### config.mk
export PLATFORM = sky130hd
export DESIGN_NAME = quadrant_detector_gain_calibration_unit
export DESIGN_NICKNAME = d
export VERILOG_FILES = /design/src/hdl/qdgc_pkg.sv /design/src/hdl/quadrant_detector_gain_calibration_unit.sv
export VERILOG_INCLUDE_DIRS = /design/src /design/src/hdl
export SDC_FILE = /design/constraint.sdc
export NUM_CORES = 2
export LEC_CHECK = 0
export BUFFER_PORTS_ARGS = -buffer_cell sky130_fd_sc_hd__buf_4
export CAP_MARGIN = 20
export CELL_PAD_IN_SITES_DETAIL_PLACEMENT = 1
export CELL_PAD_IN_SITES_GLOBAL_PLACEMENT = 2
export CORE_MARGIN = 4
export CORE_UTILIZATION = 35
export DETAILED_ROUTE_END_ITERATION = 6
export HOLD_SLACK_MARGIN = 0.03
export PLACE_DENSITY = 0.71
export SYNTH_ARGS = -nofsm -noshare
export SYNTH_HDL_FRONTEND = slang
export SYNTH_SLANG_ARGS = --single-unit
### constraint.sdc
create_clock -name clk -period 18.6 [get_ports clk]
set_input_delay 0.93 -clock clk [delete_from_list [all_inputs] [get_ports clk]]
set_output_delay 0.93 -clock clk [all_outputs]
set_load 0.005 [all_outputs]
### src/hdl/quadrant_detector_gain_calibration_unit_assert.svh
// assertion macros for the quadrant detector gain calibration unit
`ifndef QUADRANT_DETECTOR_GAIN_CALIBRATION_UNIT_ASSERT_SVH
`define QUADRANT_DETECTOR_GAIN_CALIBRATION_UNIT_ASSERT_SVH
// condition must hold in every cycle out of reset
`define QDG_ASSERT_ALWAYS(label, cond) \
  label: assert property (@(posedge clk) disable iff (rst) (cond)) \
    else $error("assertion failed");
// condition in one cycle implies the next one
`define QDG_ASSERT_NEXT(label, ante, cons) \
  label: assert property (@(posedge clk) disable iff (rst) (ante) |=> (cons)) \
    else $error("assertion failed");
`endif

### src/hdl/qdgc_pkg.sv
// shared constants for the quadrant detector gain calibration unit
`timescale 1ns / 1ps
package qdgc_pkg;
  localparam int CAL_W = 17;
  localparam int ERR_W = 16;
  localparam int CNT_W = 16;
  localparam int TOL_W = 15;
  localparam int RATE_W = 16;
  localparam int ERR_DIV_STEPS = 16;
  localparam logic [2:0] REG_ENABLE = 3'd0;
  localparam logic [2:0] REG_ONLY_ACC = 3'd1;
  localparam logic [2:0] REG_TOL = 3'd2;
  localparam logic [2:0] REG_WINDOW = 3'd3;
  localparam logic [2:0] REG_RATE = 3'd4;
endpackage

### src/hdl/quadrant_detector_gain_calibration_unit.sv
// quadrant detector gain calibration, top level with shared multiplier and divider
// action 0: four shared multiplies, each a multiply state then an accumulate state, before the result registers
// action 1: the serial divider computes two error quotients and, when the gains are updated, four gain
// renormalizations, one quotient bit per cycle
// one word is in work at a time; the next word is taken the cycle after the result registers
// rst is synchronous: unity gains, zero errors and counter, registers at reset values
`timescale 1ns / 1ps
`include "quadrant_detector_gain_calibration_unit_assert.svh"
module quadrant_detector_gain_calibration_unit
  import qdgc_pkg::*;
#(
  parameter int SAMPLE_BITS = 16,
  parameter int GAIN_FRAC_BITS = 16
) (
  input  logic clk,
  input  logic rst,
  input  logic psel,
  input  logic penable,
  input  logic pwrite,
  input  logic [4:0] paddr,
  input  logic [31:0] pwdata,
  output logic [31:0] prdata,
  output logic pready,
  input  logic s_tvalid,
  output logic s_tready,
  // intensity_a, intensity_b, intensity_c, intensity_d
  input  logic [((4*SAMPLE_BITS+7)/8)*8-1:0] s_tdata,
  // action, accepted
  input  logic [1:0] s_tuser,
  output logic m_tvalid,
  input  logic m_tready,
  // calibrated_a..d, error_x, error_y, converged, gain_a..d
  output logic [((4*CAL_W+2*ERR_W+1+4*(GAIN_FRAC_BITS+1)+7)/8)*8-1:0] m_tdata
);
  localparam int S = SAMPLE_BITS;
  localparam int F = GAIN_FRAC_BITS;
  localparam int GW = F + 1;
  localparam int DW = (S > F) ? S + 3 : F + 3;
  localparam int QW = (F + 2 > ERR_DIV_STEPS) ? F + 2 : ERR_DIV_STEPS;
  localparam int KW = $clog2(QW + 1);
  localparam int MA = (S > RATE_W ? S : RATE_W) + 1;
  localparam int MB = (GW > 18) ? GW + 1 : 18;
  localparam int PW = MA + MB;
  localparam int OW = ((4*CAL_W+2*ERR_W+1+4*GW+7)/8)*8;
  localparam int SH = 31 - F;
  localparam logic [GW-1:0] GAIN_ONE = GW'(1) << F;
  localparam logic [GW-1:0] GAIN_LO = GW'(1) << (F - 1);
  localparam logic [GW-1:0] GAIN_HI = GAIN_ONE + GAIN_LO;
  localparam logic [GW-1:0] GAIN_MAX = {GW{1'b1}};

  localparam logic [2:0] S_IDLE = 3'd0;
  localparam logic [2:0] S_CMUL = 3'd1;
  localparam logic [2:0] S_CACC = 3'd2;
  localparam logic [2:0] S_DLOAD = 3'd3;
  localparam logic [2:0] S_DIV = 3'd4;
  localparam logic [2:0] S_STAB = 3'd5;
  localparam logic [2:0] S_SMUL = 3'd6;
  localparam logic [2:0] S_OUT = 3'd7;

  logic [2:0] state;
  logic enable_calibration, only_accepted;
  logic [TOL_W-1:0] target_tolerance;
  logic [CNT_W-1:0] stable_window, stable_count;
  logic [RATE_W-1:0] feedback_rate;
  logic converged_flag;
  logic signed [ERR_W-1:0] last_error_x, last_error_y;
  logic [GW-1:0] gain [4];
  logic [CAL_W-1:0] cal [4];
  logic [S-1:0] iv [4];
  logic [1:0] idx;
  logic [2:0] div_sel;
  logic [DW-1:0] rem, dsr;
  logic [QW-1:0] quo;
  logic [KW-1:0] cnt;
  logic [S+1:0] isum;
  logic [S+1:0] absy;
  logic negx, negy;
  logic [F+2:0] gsum;
  logic signed [PW-1:0] prod;
  logic signed [MA-1:0] mul_a;
  logic signed [MB-1:0] mul_b;
  logic m_valid;
  logic [OW-1:0] m_data;

  assign pready = 1'b1;
  assign s_tready = (state == S_IDLE);
  assign m_tvalid = m_valid;
  assign m_tdata = m_data;

  always_comb begin
    prdata = '0;
    case (paddr[4:2])
      REG_ENABLE: prdata = 32'(enable_calibration);
      REG_ONLY_ACC: prdata = 32'(only_accepted);
      REG_TOL: prdata = 32'(target_tolerance);
      REG_WINDOW: prdata = 32'(stable_window);
      REG_RATE: prdata = 32'(feedback_rate);
      default: prdata = '0;
    endcase
  end

  // shared multiplier operands
  logic signed [ERR_W+1:0] delta;
  always_comb begin
    case (idx)
      2'd0: delta = -((ERR_W+2)'(last_error_x) + (ERR_W+2)'(last_error_y));
      2'd1: delta = (ERR_W+2)'(last_error_x) - (ERR_W+2)'(last_error_y);
      2'd2: delta = (ERR_W+2)'(last_error_x) + (ERR_W+2)'(last_error_y);
      default: delta = (ERR_W+2)'(last_error_y) - (ERR_W+2)'(last_error_x);
    endcase
    if (state == S_CMUL) begin
      mul_a = $signed({1'b0, (MA-1)'(iv[idx])});
      mul_b = $signed({1'b0, (MB-1)'(gain[idx])});
    end else begin
      mul_a = $signed({1'b0, (MA-1)'(feedback_rate)});
      mul_b = MB'(delta);
    end
  end

  // divider step and stage values
  logic [DW:0] rem2;
  logic q_bit;
  logic [QW-1:0] quo_next;
  logic signed [PW-1:0] step;
  logic signed [PW+1:0] gnew;
  logic [GW-1:0] gclamp;
  logic [S+2:0] dx, dy;
  logic [S+1:0] s_sum;
  logic [ERR_W:0] magx, magy;
  logic [TOL_W-1:0] tol_eff;
  logic [CNT_W-1:0] win_eff, count_next;
  logic conv_next;
  logic signed [ERR_W-1:0] err_res;
  logic [ERR_W-1:0] qe;
  always_comb begin
    rem2 = {rem, 1'b0};
    q_bit = (rem2 >= {1'b0, dsr});
    quo_next = {quo[QW-2:0], q_bit};
    step = prod >>> SH;
    gnew = (PW+2)'(gain[idx]) + (PW+2)'(step);
    if (gnew < $signed((PW+2)'(GAIN_LO))) gclamp = GAIN_LO;
    else if (gnew > $signed((PW+2)'(GAIN_HI))) gclamp = GAIN_HI;
    else gclamp = gnew[GW-1:0];
    s_sum = (S+2)'(iv[0]) + (S+2)'(iv[1]) + (S+2)'(iv[2]) + (S+2)'(iv[3]);
    dx = ((S+3)'(iv[0]) + (S+3)'(iv[3])) - ((S+3)'(iv[1]) + (S+3)'(iv[2]));
    dy = ((S+3)'(iv[0]) + (S+3)'(iv[1])) - ((S+3)'(iv[2]) + (S+3)'(iv[3]));
    qe = quo_next[ERR_W-1:0];
    if ((div_sel == 3'd0) ? negx : negy) err_res = -$signed(qe);
    else if (qe[ERR_W-1]) err_res = 16'sh7fff;
    else err_res = $signed(qe);
    magx = last_error_x[ERR_W-1] ? -(ERR_W+1)'(last_error_x) : (ERR_W+1)'(last_error_x);
    magy = last_error_y[ERR_W-1] ? -(ERR_W+1)'(last_error_y) : (ERR_W+1)'(last_error_y);
    tol_eff = (target_tolerance == '0) ? TOL_W'(1) : target_tolerance;
    win_eff = (stable_window == '0) ? CNT_W'(1) : stable_window;
    if (magx < (ERR_W+1)'(tol_eff) && magy < (ERR_W+1)'(tol_eff))
      count_next = (stable_count == '1) ? stable_count : stable_count + 1'b1;
    else
      count_next = '0;
    conv_next = converged_flag || (count_next >= win_eff);
  end

  always_ff @(posedge clk) begin
    if (rst) begin
      state <= S_IDLE;
      enable_calibration <= 1'b0;
      only_accepted <= 1'b0;
      target_tolerance <= TOL_W'(33);
      stable_window <= CNT_W'(1);
      feedback_rate <= '0;
      converged_flag <= 1'b0;
      stable_count <= '0;
      last_error_x <= '0;
      last_error_y <= '0;
      for (int i = 0; i < 4; i++) gain[i] <= GAIN_ONE;
      m_valid <= 1'b0;
    end else begin
      if (psel && penable && pwrite) begin
        case (paddr[4:2])
          REG_ENABLE: enable_calibration <= pwdata[0];
          REG_ONLY_ACC: only_accepted <= pwdata[0];
          REG_TOL: target_tolerance <= pwdata[TOL_W-1:0];
          REG_WINDOW: stable_window <= pwdata[CNT_W-1:0];
          REG_RATE: feedback_rate <= pwdata[RATE_W-1:0];
          default: ;
        endcase
      end
      if (m_valid && m_tready && state != S_OUT) m_valid <= 1'b0;
      case (state)
        S_IDLE: begin
          if (s_tvalid) begin
            for (int i = 0; i < 4; i++) begin
              iv[i] <= s_tdata[i*S +: S];
              cal[i] <= '0;
            end
            idx <= 2'd0;
            div_sel <= 3'd0;
            if (!s_tuser[0]) begin
              state <= S_CMUL;
            end else if (!enable_calibration) begin
              last_error_x <= '0;
              last_error_y <= '0;
              state <= S_OUT;
            end else if (only_accepted && !s_tuser[1]) begin
              state <= S_OUT;
            end else begin
              state <= S_DLOAD;
            end
          end
        end
        S_CMUL: begin
          prod <= mul_a * mul_b;
          state <= S_CACC;
        end
        S_CACC: begin
          if (enable_calibration) cal[idx] <= prod[F +: CAL_W];
          else cal[idx] <= CAL_W'(iv[idx]);
          idx <= idx + 1'b1;
          state <= (idx == 2'd3) ? S_OUT : S_CMUL;
        end
        S_DLOAD: begin
          if (div_sel == 3'd0) begin
            if (s_sum == '0) begin
              state <= S_OUT;
            end else begin
              isum <= s_sum;
              absy <= dy[S+2] ? (S+2)'(-dy) : dy[S+1:0];
              negx <= dx[S+2];
              negy <= dy[S+2];
              rem <= DW'(dx[S+2] ? (S+2)'(-dx) : dx[S+1:0]);
              dsr <= DW'({s_sum, 1'b0});
              cnt <= KW'(ERR_DIV_STEPS);
              quo <= '0;
              state <= S_DIV;
            end
          end else if (div_sel == 3'd1) begin
            rem <= DW'(absy);
            dsr <= DW'({isum, 1'b0});
            cnt <= KW'(ERR_DIV_STEPS);
            quo <= '0;
            state <= S_DIV;
          end else begin
            rem <= DW'(gain[div_sel[1:0] - 2'd2]);
            dsr <= DW'(gsum);
            cnt <= KW'(F + 2);
            quo <= '0;
            state <= S_DIV;
          end
        end
        S_DIV: begin
          rem <= q_bit ? DW'(rem2 - {1'b0, dsr}) : DW'(rem2);
          quo <= quo_next;
          cnt <= cnt - 1'b1;
          if (cnt == KW'(1)) begin
            div_sel <= div_sel + 1'b1;
            if (div_sel == 3'd0) begin
              last_error_x <= err_res;
              state <= S_DLOAD;
            end else if (div_sel == 3'd1) begin
              last_error_y <= err_res;
              state <= S_STAB;
            end else begin
              gain[div_sel[1:0] - 2'd2] <=
                (quo_next > QW'(GAIN_MAX)) ? GAIN_MAX : quo_next[GW-1:0];
              state <= (div_sel == 3'd5) ? S_OUT : S_DLOAD;
            end
          end
        end
        S_STAB: begin
          stable_count <= count_next;
          converged_flag <= conv_next;
          idx <= 2'd0;
          gsum <= '0;
          state <= (feedback_rate == '0 || conv_next) ? S_OUT : S_SMUL;
        end
        S_SMUL: begin
          // multiply into prod while cnt is zero, then add and clamp using the registered product
          prod <= mul_a * mul_b;
          if (cnt == '0) begin
            cnt <= KW'(1);
          end else begin
            cnt <= '0;
            gain[idx] <= gclamp;
            gsum <= gsum + (F+3)'(gclamp);
            idx <= idx + 1'b1;
            if (idx == 2'd3) state <= S_DLOAD;
          end
        end
        S_OUT: begin
          if (!m_valid || m_tready) begin
            m_valid <= 1'b1;
            m_data <= OW'({gain[3], gain[2], gain[1], gain[0], converged_flag,
                           last_error_y, last_error_x, cal[3], cal[2], cal[1], cal[0]});
            state <= S_IDLE;
          end
        end
        default: state <= S_IDLE;
      endcase
      if (state == S_STAB) cnt <= '0;
    end
  end

  `QDG_ASSERT_NEXT(a_conv_sticky, converged_flag, converged_flag)
  `QDG_ASSERT_ALWAYS(a_busy_not_ready, (state == S_IDLE) || !s_tready)
  `QDG_ASSERT_ALWAYS(a_div_count, (state != S_DIV) || (cnt != '0 && cnt <= KW'(QW)))
endmodule
Yosys cells after proc, flatten, opt, wreduce, memory -nomap -nowiden
Memory sizes are Yosys's and may differ from the RTL's. A register that Yosys moved wholly into a read port is not among the register bits. Cells that the tools add are included. Widths: inputs -> output; s select.

Register bits: 428. RAM bits: 200. Output and inout port bits: 211. Logic and storage cells: 249. Memories kept: 3. Bits of input ports: 110.

Memory list: cal (words 4, bits a word 17, rd ports 4, clocked after memory_dff 4, wr ports 4, RTL line quadrant_detector_gain_calibration_unit.sv:68) `logic [CAL_W-1:0] cal [4];`; gain (words 4, bits a word 17, rd ports 6, clocked after memory_dff 5, wr ports 4, RTL line quadrant_detector_gain_calibration_unit.sv:67) `logic [GW-1:0] gain [4];`; iv (words 4, bits a word 16, rd ports 5, clocked after memory_dff 1, wr ports 4, RTL line quadrant_detector_gain_calibration_unit.sv:69) `logic [S-1:0] iv [4];`.

Eq/ne operators: 32. Add/subtract/negate cells: 26. Muxes and demuxes: 107. Bitwise operators: 3. Reductions and logical operators: 46. Multiply operators: 1. $lt $le $gt $ge: 7.

Operators with widths (number): $mux 16 (13); $mux 17 (11); $mux 19 (7); $add 16x16->17 (6); $pmux 16 s5 (1); $pmux 19 s2 (2); $mux 18 (4); $pmux 16 s2 (2); $neg 18->18 (3); $pmux 18 s3 (1); $reduce_or 17->1 (3); $mux 3 (15); $sub 17x17->18 (2); $mul 17x18->35 (1); $lt 17x15->1 (2); $neg 16->17 (2); $pmux 17 s2 (1); $sub 16x16->17 (2); $mux 1 (33); $logic_not 16->1 (2); $mux 15 (2); $pmux 3 s8 (1); $add 18x20->21 (1); $gt 21x18->1 const B (1); 49 further kinds (104).

Longest topological paths before layout
Depth in word-level cells: 10. Depth in mapped cells: 38. Gate-level depth less buffers: 37.

Worst setup path after synthesis
Ideal clock, no wire load.

Path type: input-to-reg. Start point: in rst. End point: reg m_data[0], in the netlist m_tdata[0], read port of cal, enable pin. Library setup time: 0.939 ns. Setup slack: 4.259 ns. Path buffers: 0. Data required time: 17.661 ns. Cell stages on the path: 3. Arrival time: 13.402 ns. Cells stage by stage: clkinv_1 > nand2_1 > nor3b_1.

Cells in the longest elaborated chain, start to end: 2.

RTL lines: start: declaration (RTL line quadrant_detector_gain_calibration_unit.sv:16) `input logic rst,`; $not 1->1 (no line); $reduce_and 3->1 (no line); end: declaration (RTL line quadrant_detector_gain_calibration_unit.sv:83) `logic [OW-1:0] m_data;`.

Every way passes these cells. A chain may end at the register's enable or synchronous reset.

Final worst setup path
Start point: reg last_error_x[3]. End point: reg prod[33] (data pin).

Cells in the longest elaborated chain, start to end: 5. Elaborated cells between the ends (all ways): 7. Classes of those cells: add/sub (4); mul (1); mux (2).

RTL lines: start: declaration (RTL line quadrant_detector_gain_calibration_unit.sv:66) `logic signed [ERR_W-1:0] last_error_x, last_error_y;`; start signal: assignment (RTL line quadrant_detector_gain_calibration_unit.sv:256) `last_error_x <= err_res;`; $add 16x16->17 (RTL line quadrant_detector_gain_calibration_unit.sv:106, quadrant_detector_gain_calibration_unit.sv:108); $neg 18->18 (RTL line quadrant_detector_gain_calibration_unit.sv:106) `2'd0: delta = -((ERR_W+2)'(last_error_x) + (ERR_W+2)'(last_error_y));`; $pmux 18 s3 (*) (RTL line quadrant_detector_gain_calibration_unit.sv:105) `case (idx)`; $mux 18 (*) (RTL line quadrant_detector_gain_calibration_unit.sv:111) `if (state == S_CMUL) begin`; $mul 17x18->35 (*) (RTL line quadrant_detector_gain_calibration_unit.sv:211, quadrant_detector_gain_calibration_unit.sv:277); end signal: assignment (RTL line quadrant_detector_gain_calibration_unit.sv:211) `prod <= mul_a * mul_b;`; end signal: assignment (RTL line quadrant_detector_gain_calibration_unit.sv:277) `prod <= mul_a * mul_b;`; end: declaration (RTL line quadrant_detector_gain_calibration_unit.sv:79) `logic signed [PW-1:0] prod;`.

Mark *: on every way between the ends. The rest lies on a longest branch, timed or not.

==> flow_summary.yaml <==
outcome:
  status: "completed"
routing:
  wl_um: 180000
  drt_iter0_drc: 2745
  vias: 38000
  avgRoutedWirePerCell_um: 25.5
  first_pass_iters: 5
  vias_per_cell: 5.37
  drc: 0
  ant_nets: 0
timing:
  slew_viol_final: 0
  fmax_ghz: 0.0900
  hold_viol_final: 0
  period_share_pct: 59.8
  setup_tns_ps: 0
  layout_min_cycle_time_ps: 11120
  rsz0062_at_grt: "no"
  clock_skew_ps: 48.0
  setup_viol: 0
  relSlewSlack_pct: 18.8
  worstMarginPinSlew_ps: 1220
synth:
  netlist_instances: 4908
  synth_async_sr_flop_share_pct: 0
  yosysTopAreaCell: "edfxtp_1"
  synth_top_area_share_pct: 31.4
  netlist_area_mm2: 0.0488
  synth.avg_cell_area_um2: 9.94
  synth.area.top_cells: "edfxtp_1 31%, fa_1 16%, ha_1 7.8%"
  synth_edf_count: 511
  ys_ff_latch: 615
  ys_types: 97
  yosysWarnings: 0
  synth-seq-area-share_pct: 35.7
  ys_dominant_reg_cell: "edfxtp_1"
layout:
  num-fill-cells: 15500
  nets: 5940
  multiInputGateArea_mm2: 0.0284
  syn2layout_area_growth_pct: 13.9
  final_util_pct: 40.3
  regArea_mm2: 0.0174
  layout-drive-gt1-share_pct: 11.8
critical_path:
  crit_start: "last_error_x[3]$_SDFFE_PP0P_"
  reg2reg_from: "last_error_x[3]$_SDFFE_PP0P_"
  cp.required_ps: 19000
  cp_slowest_cell: "a221oi_4"
  cp.arrival_ps: 11520
  crit_end: "prod[33]$_DFFE_PP_"
  cp-end-kind: "flop"
  r2r_slack_ps: 7480
  cpPeakStageDelay_ps: 1030
  reg2reg_to: "prod[33]$_DFFE_PP_"
  r2r_cells: 31
  critical_path.max_fanout: 16
  cpMostUsedCell: "fa_1"
  crit_path_start_kind: "flop"
  crit_type: "flop to flop"
min_path:
  min_path_type: "input pin to flop"
placed_design:
  port_buffers: 278
  gp_congestion: 0.897
  dp_hpwl_um: 141000
clock_network:
  cts_tree: "built"
  cts_root_buffer: "clkbuf_16"
  cts.clk_slew.worst_paths_ps: 60
  numCtsBuffers: 76
  clockBufferDepth: 3
  cts_setup_buffers: 0
  ctsResizeCount: 0
  clk_latency_ps: 710
  cts_hold_buf: 0
  h-tree-depth: 3
  cts_sinks: 615
power:
  p_leak_nw: 22.8
  peakVddDrop_v: 0.0000977
  power.density_mw_per_mm2: 164
floorplan:
  die_x_um: 381
  rows: 136
  core_area_mm2: 0.138
  die_h_um: 381
  die_area_mm2: 0.145
  io_pins: 321
  start_util_pct: 35.4
global_routing:
  grt_overflow: 0
  grt_pass1_wl_um: 265000
  grt_util_all_layers_pct: 24.3
  grt_pass1_vias: 39400
  grt_antenna_before_repair: 2
  grt_start_max_net_pins: 77
flow_run:
  max_cap_violations: 0
==> logic make-up after synthesis <==
family	after synthesis	synth area share, %
and+or+nand+nor	1542	14.5
AOI/OAI and AO/OA	903	12.1
buffers and inverters	834	6.66
adders and majority gates	693	23.7
DFF	615	35.7
xor gates and xnor gates	204	3.66
muxes	115	3.69
other	2	0.0154
==> through the flow <==
step	instances	total power [mW]	hold WS, ps	setup WS, ps	cell area, um2
2_1_floorplan	4930	5.67	400	4260	48900
3_3_place_gp	6920	7.53	402	7740	53000
3_5_place_dp	6921	7.62	406	7710	53000
4_1_cts	7061	9.18	345	7610	55500
5_1_grt	7064	9.78	365	7010	55600
6_report	7065	9.12	409	7480	55600
==> worst min-delay path by stage <==
stage | from | end | slack [ps] | cells after the start
floorplan | cal[0][0]$_SDFFCE_PN0P_ | m_tdata[0]$_DFFE_PP_ | 400 | 0
global placement | cal[2][15]$_SDFFCE_PN0P_ | m_tdata[49]$_DFFE_PP_ | 400 | 0
detailed placement | cal[3][13]$_DFFE_PP_ | m_tdata[64]$_DFFE_PP_ | 410 | 0
CTS | s_tdata[44] | iv[2][12]$_DFFE_PP_ | 340 | 1
global route | s_tdata[11] | iv[0][11]$_DFFE_PP_ | 360 | 1
finish | s_tdata[43] | iv[2][11]$_DFFE_PP_ | 410 | 1
==> per-layer routing <==
layer | GRT usage [%] | wire [um]
met1 | 32.7 | 79000
met2 | 40.7 | 85900
met3 | 3.97 | 9940
met4 | 6.85 | 5610
met5 | 0 | 13
==> cell usage in the layout, fill, tap and decap left out, types with 102 or more instances in the layout <==
master    Yosys  routed
inv_1       616     615
nand2_1     539     538
edfxtp_1    511     511
nor2_1      461     460
fa_1        387     387
buf_4        24     341
ha_1        304     304
a21oi_1     270     268
o21ai_0     181     178
xnor2_1     154     154
dfxtp_1     104     102
==> cells in the mapped netlist (19+ instances only) <==
cell,number
nor2_1,461
a21o_1,66
nor3_1,96
nand2b_1,62
edfxtp_1,511
o31ai_1,19
mux4_2,50
xor2_1,50
mux2_2,19
or3_1,22
nor2b_1,58
o21a_1,32
mux2i_1,46
dfxtp_1,104
a31oi_1,67
and2_1,56
nand3_1,68
nand4_1,27
fa_1,387
and3_1,48
clkbuf_1,163
xnor2_1,154
nor4_1,32
buf_4,24
a211oi_1,32
o21ai_0,181
inv_1,616
nand2_1,539
o211ai_1,20
a21oi_1,270
or2_2,20
ha_1,304
==> power by group <==
| group | internal [mW] | switching [mW] |
|---|---|---|
| logic | 2.02 | 3.69 |
| registers | 1.76 | 0.139 |
| clock network | 0.853 | 0.659 |
==> final cells by class <==
type	count	area share, %
Multi-Input combinational cell	3481	51.0
Clock inverter	47	0.892
Timing Repair Buffer	345	4.71
Sequential cell	615	31.4
Clock buffer	93	3.63
Tap cell	1863	4.19
Inverter	620	4.19
Antenna cell	1	0.00450
==> worst max-delay path: cells and delay by family, from the launching register on <==
family / cells / cell delay (ps)
AO/OA/AOI/OAI: 9 / 4070
adder cells (fa/ha/maj): 8 / 3810
AND/OR/NAND/NOR: 8 / 1730
flip-flops: 1 / 600
buffers and inverters: 5 / 460
XOR/XNOR: 1 / 140
==> sequential cells by signal, indices dropped and copies added, names as in the netlist, 3 cells and up, named ones only <==
name,cells
cal,68
rem,19
div_sel,3
feedback_rate,16
isum,18
iv,64
prod,20
m_tdata,169
stable_window,16
stable_count,16
target_tolerance,15
dsr,19
gain,68
state,3
gsum,19
cnt,5
last_error_x,16
last_error_y,16
absy,18
quo,17
No activity file was read; power rests on OpenSTA's default activity.
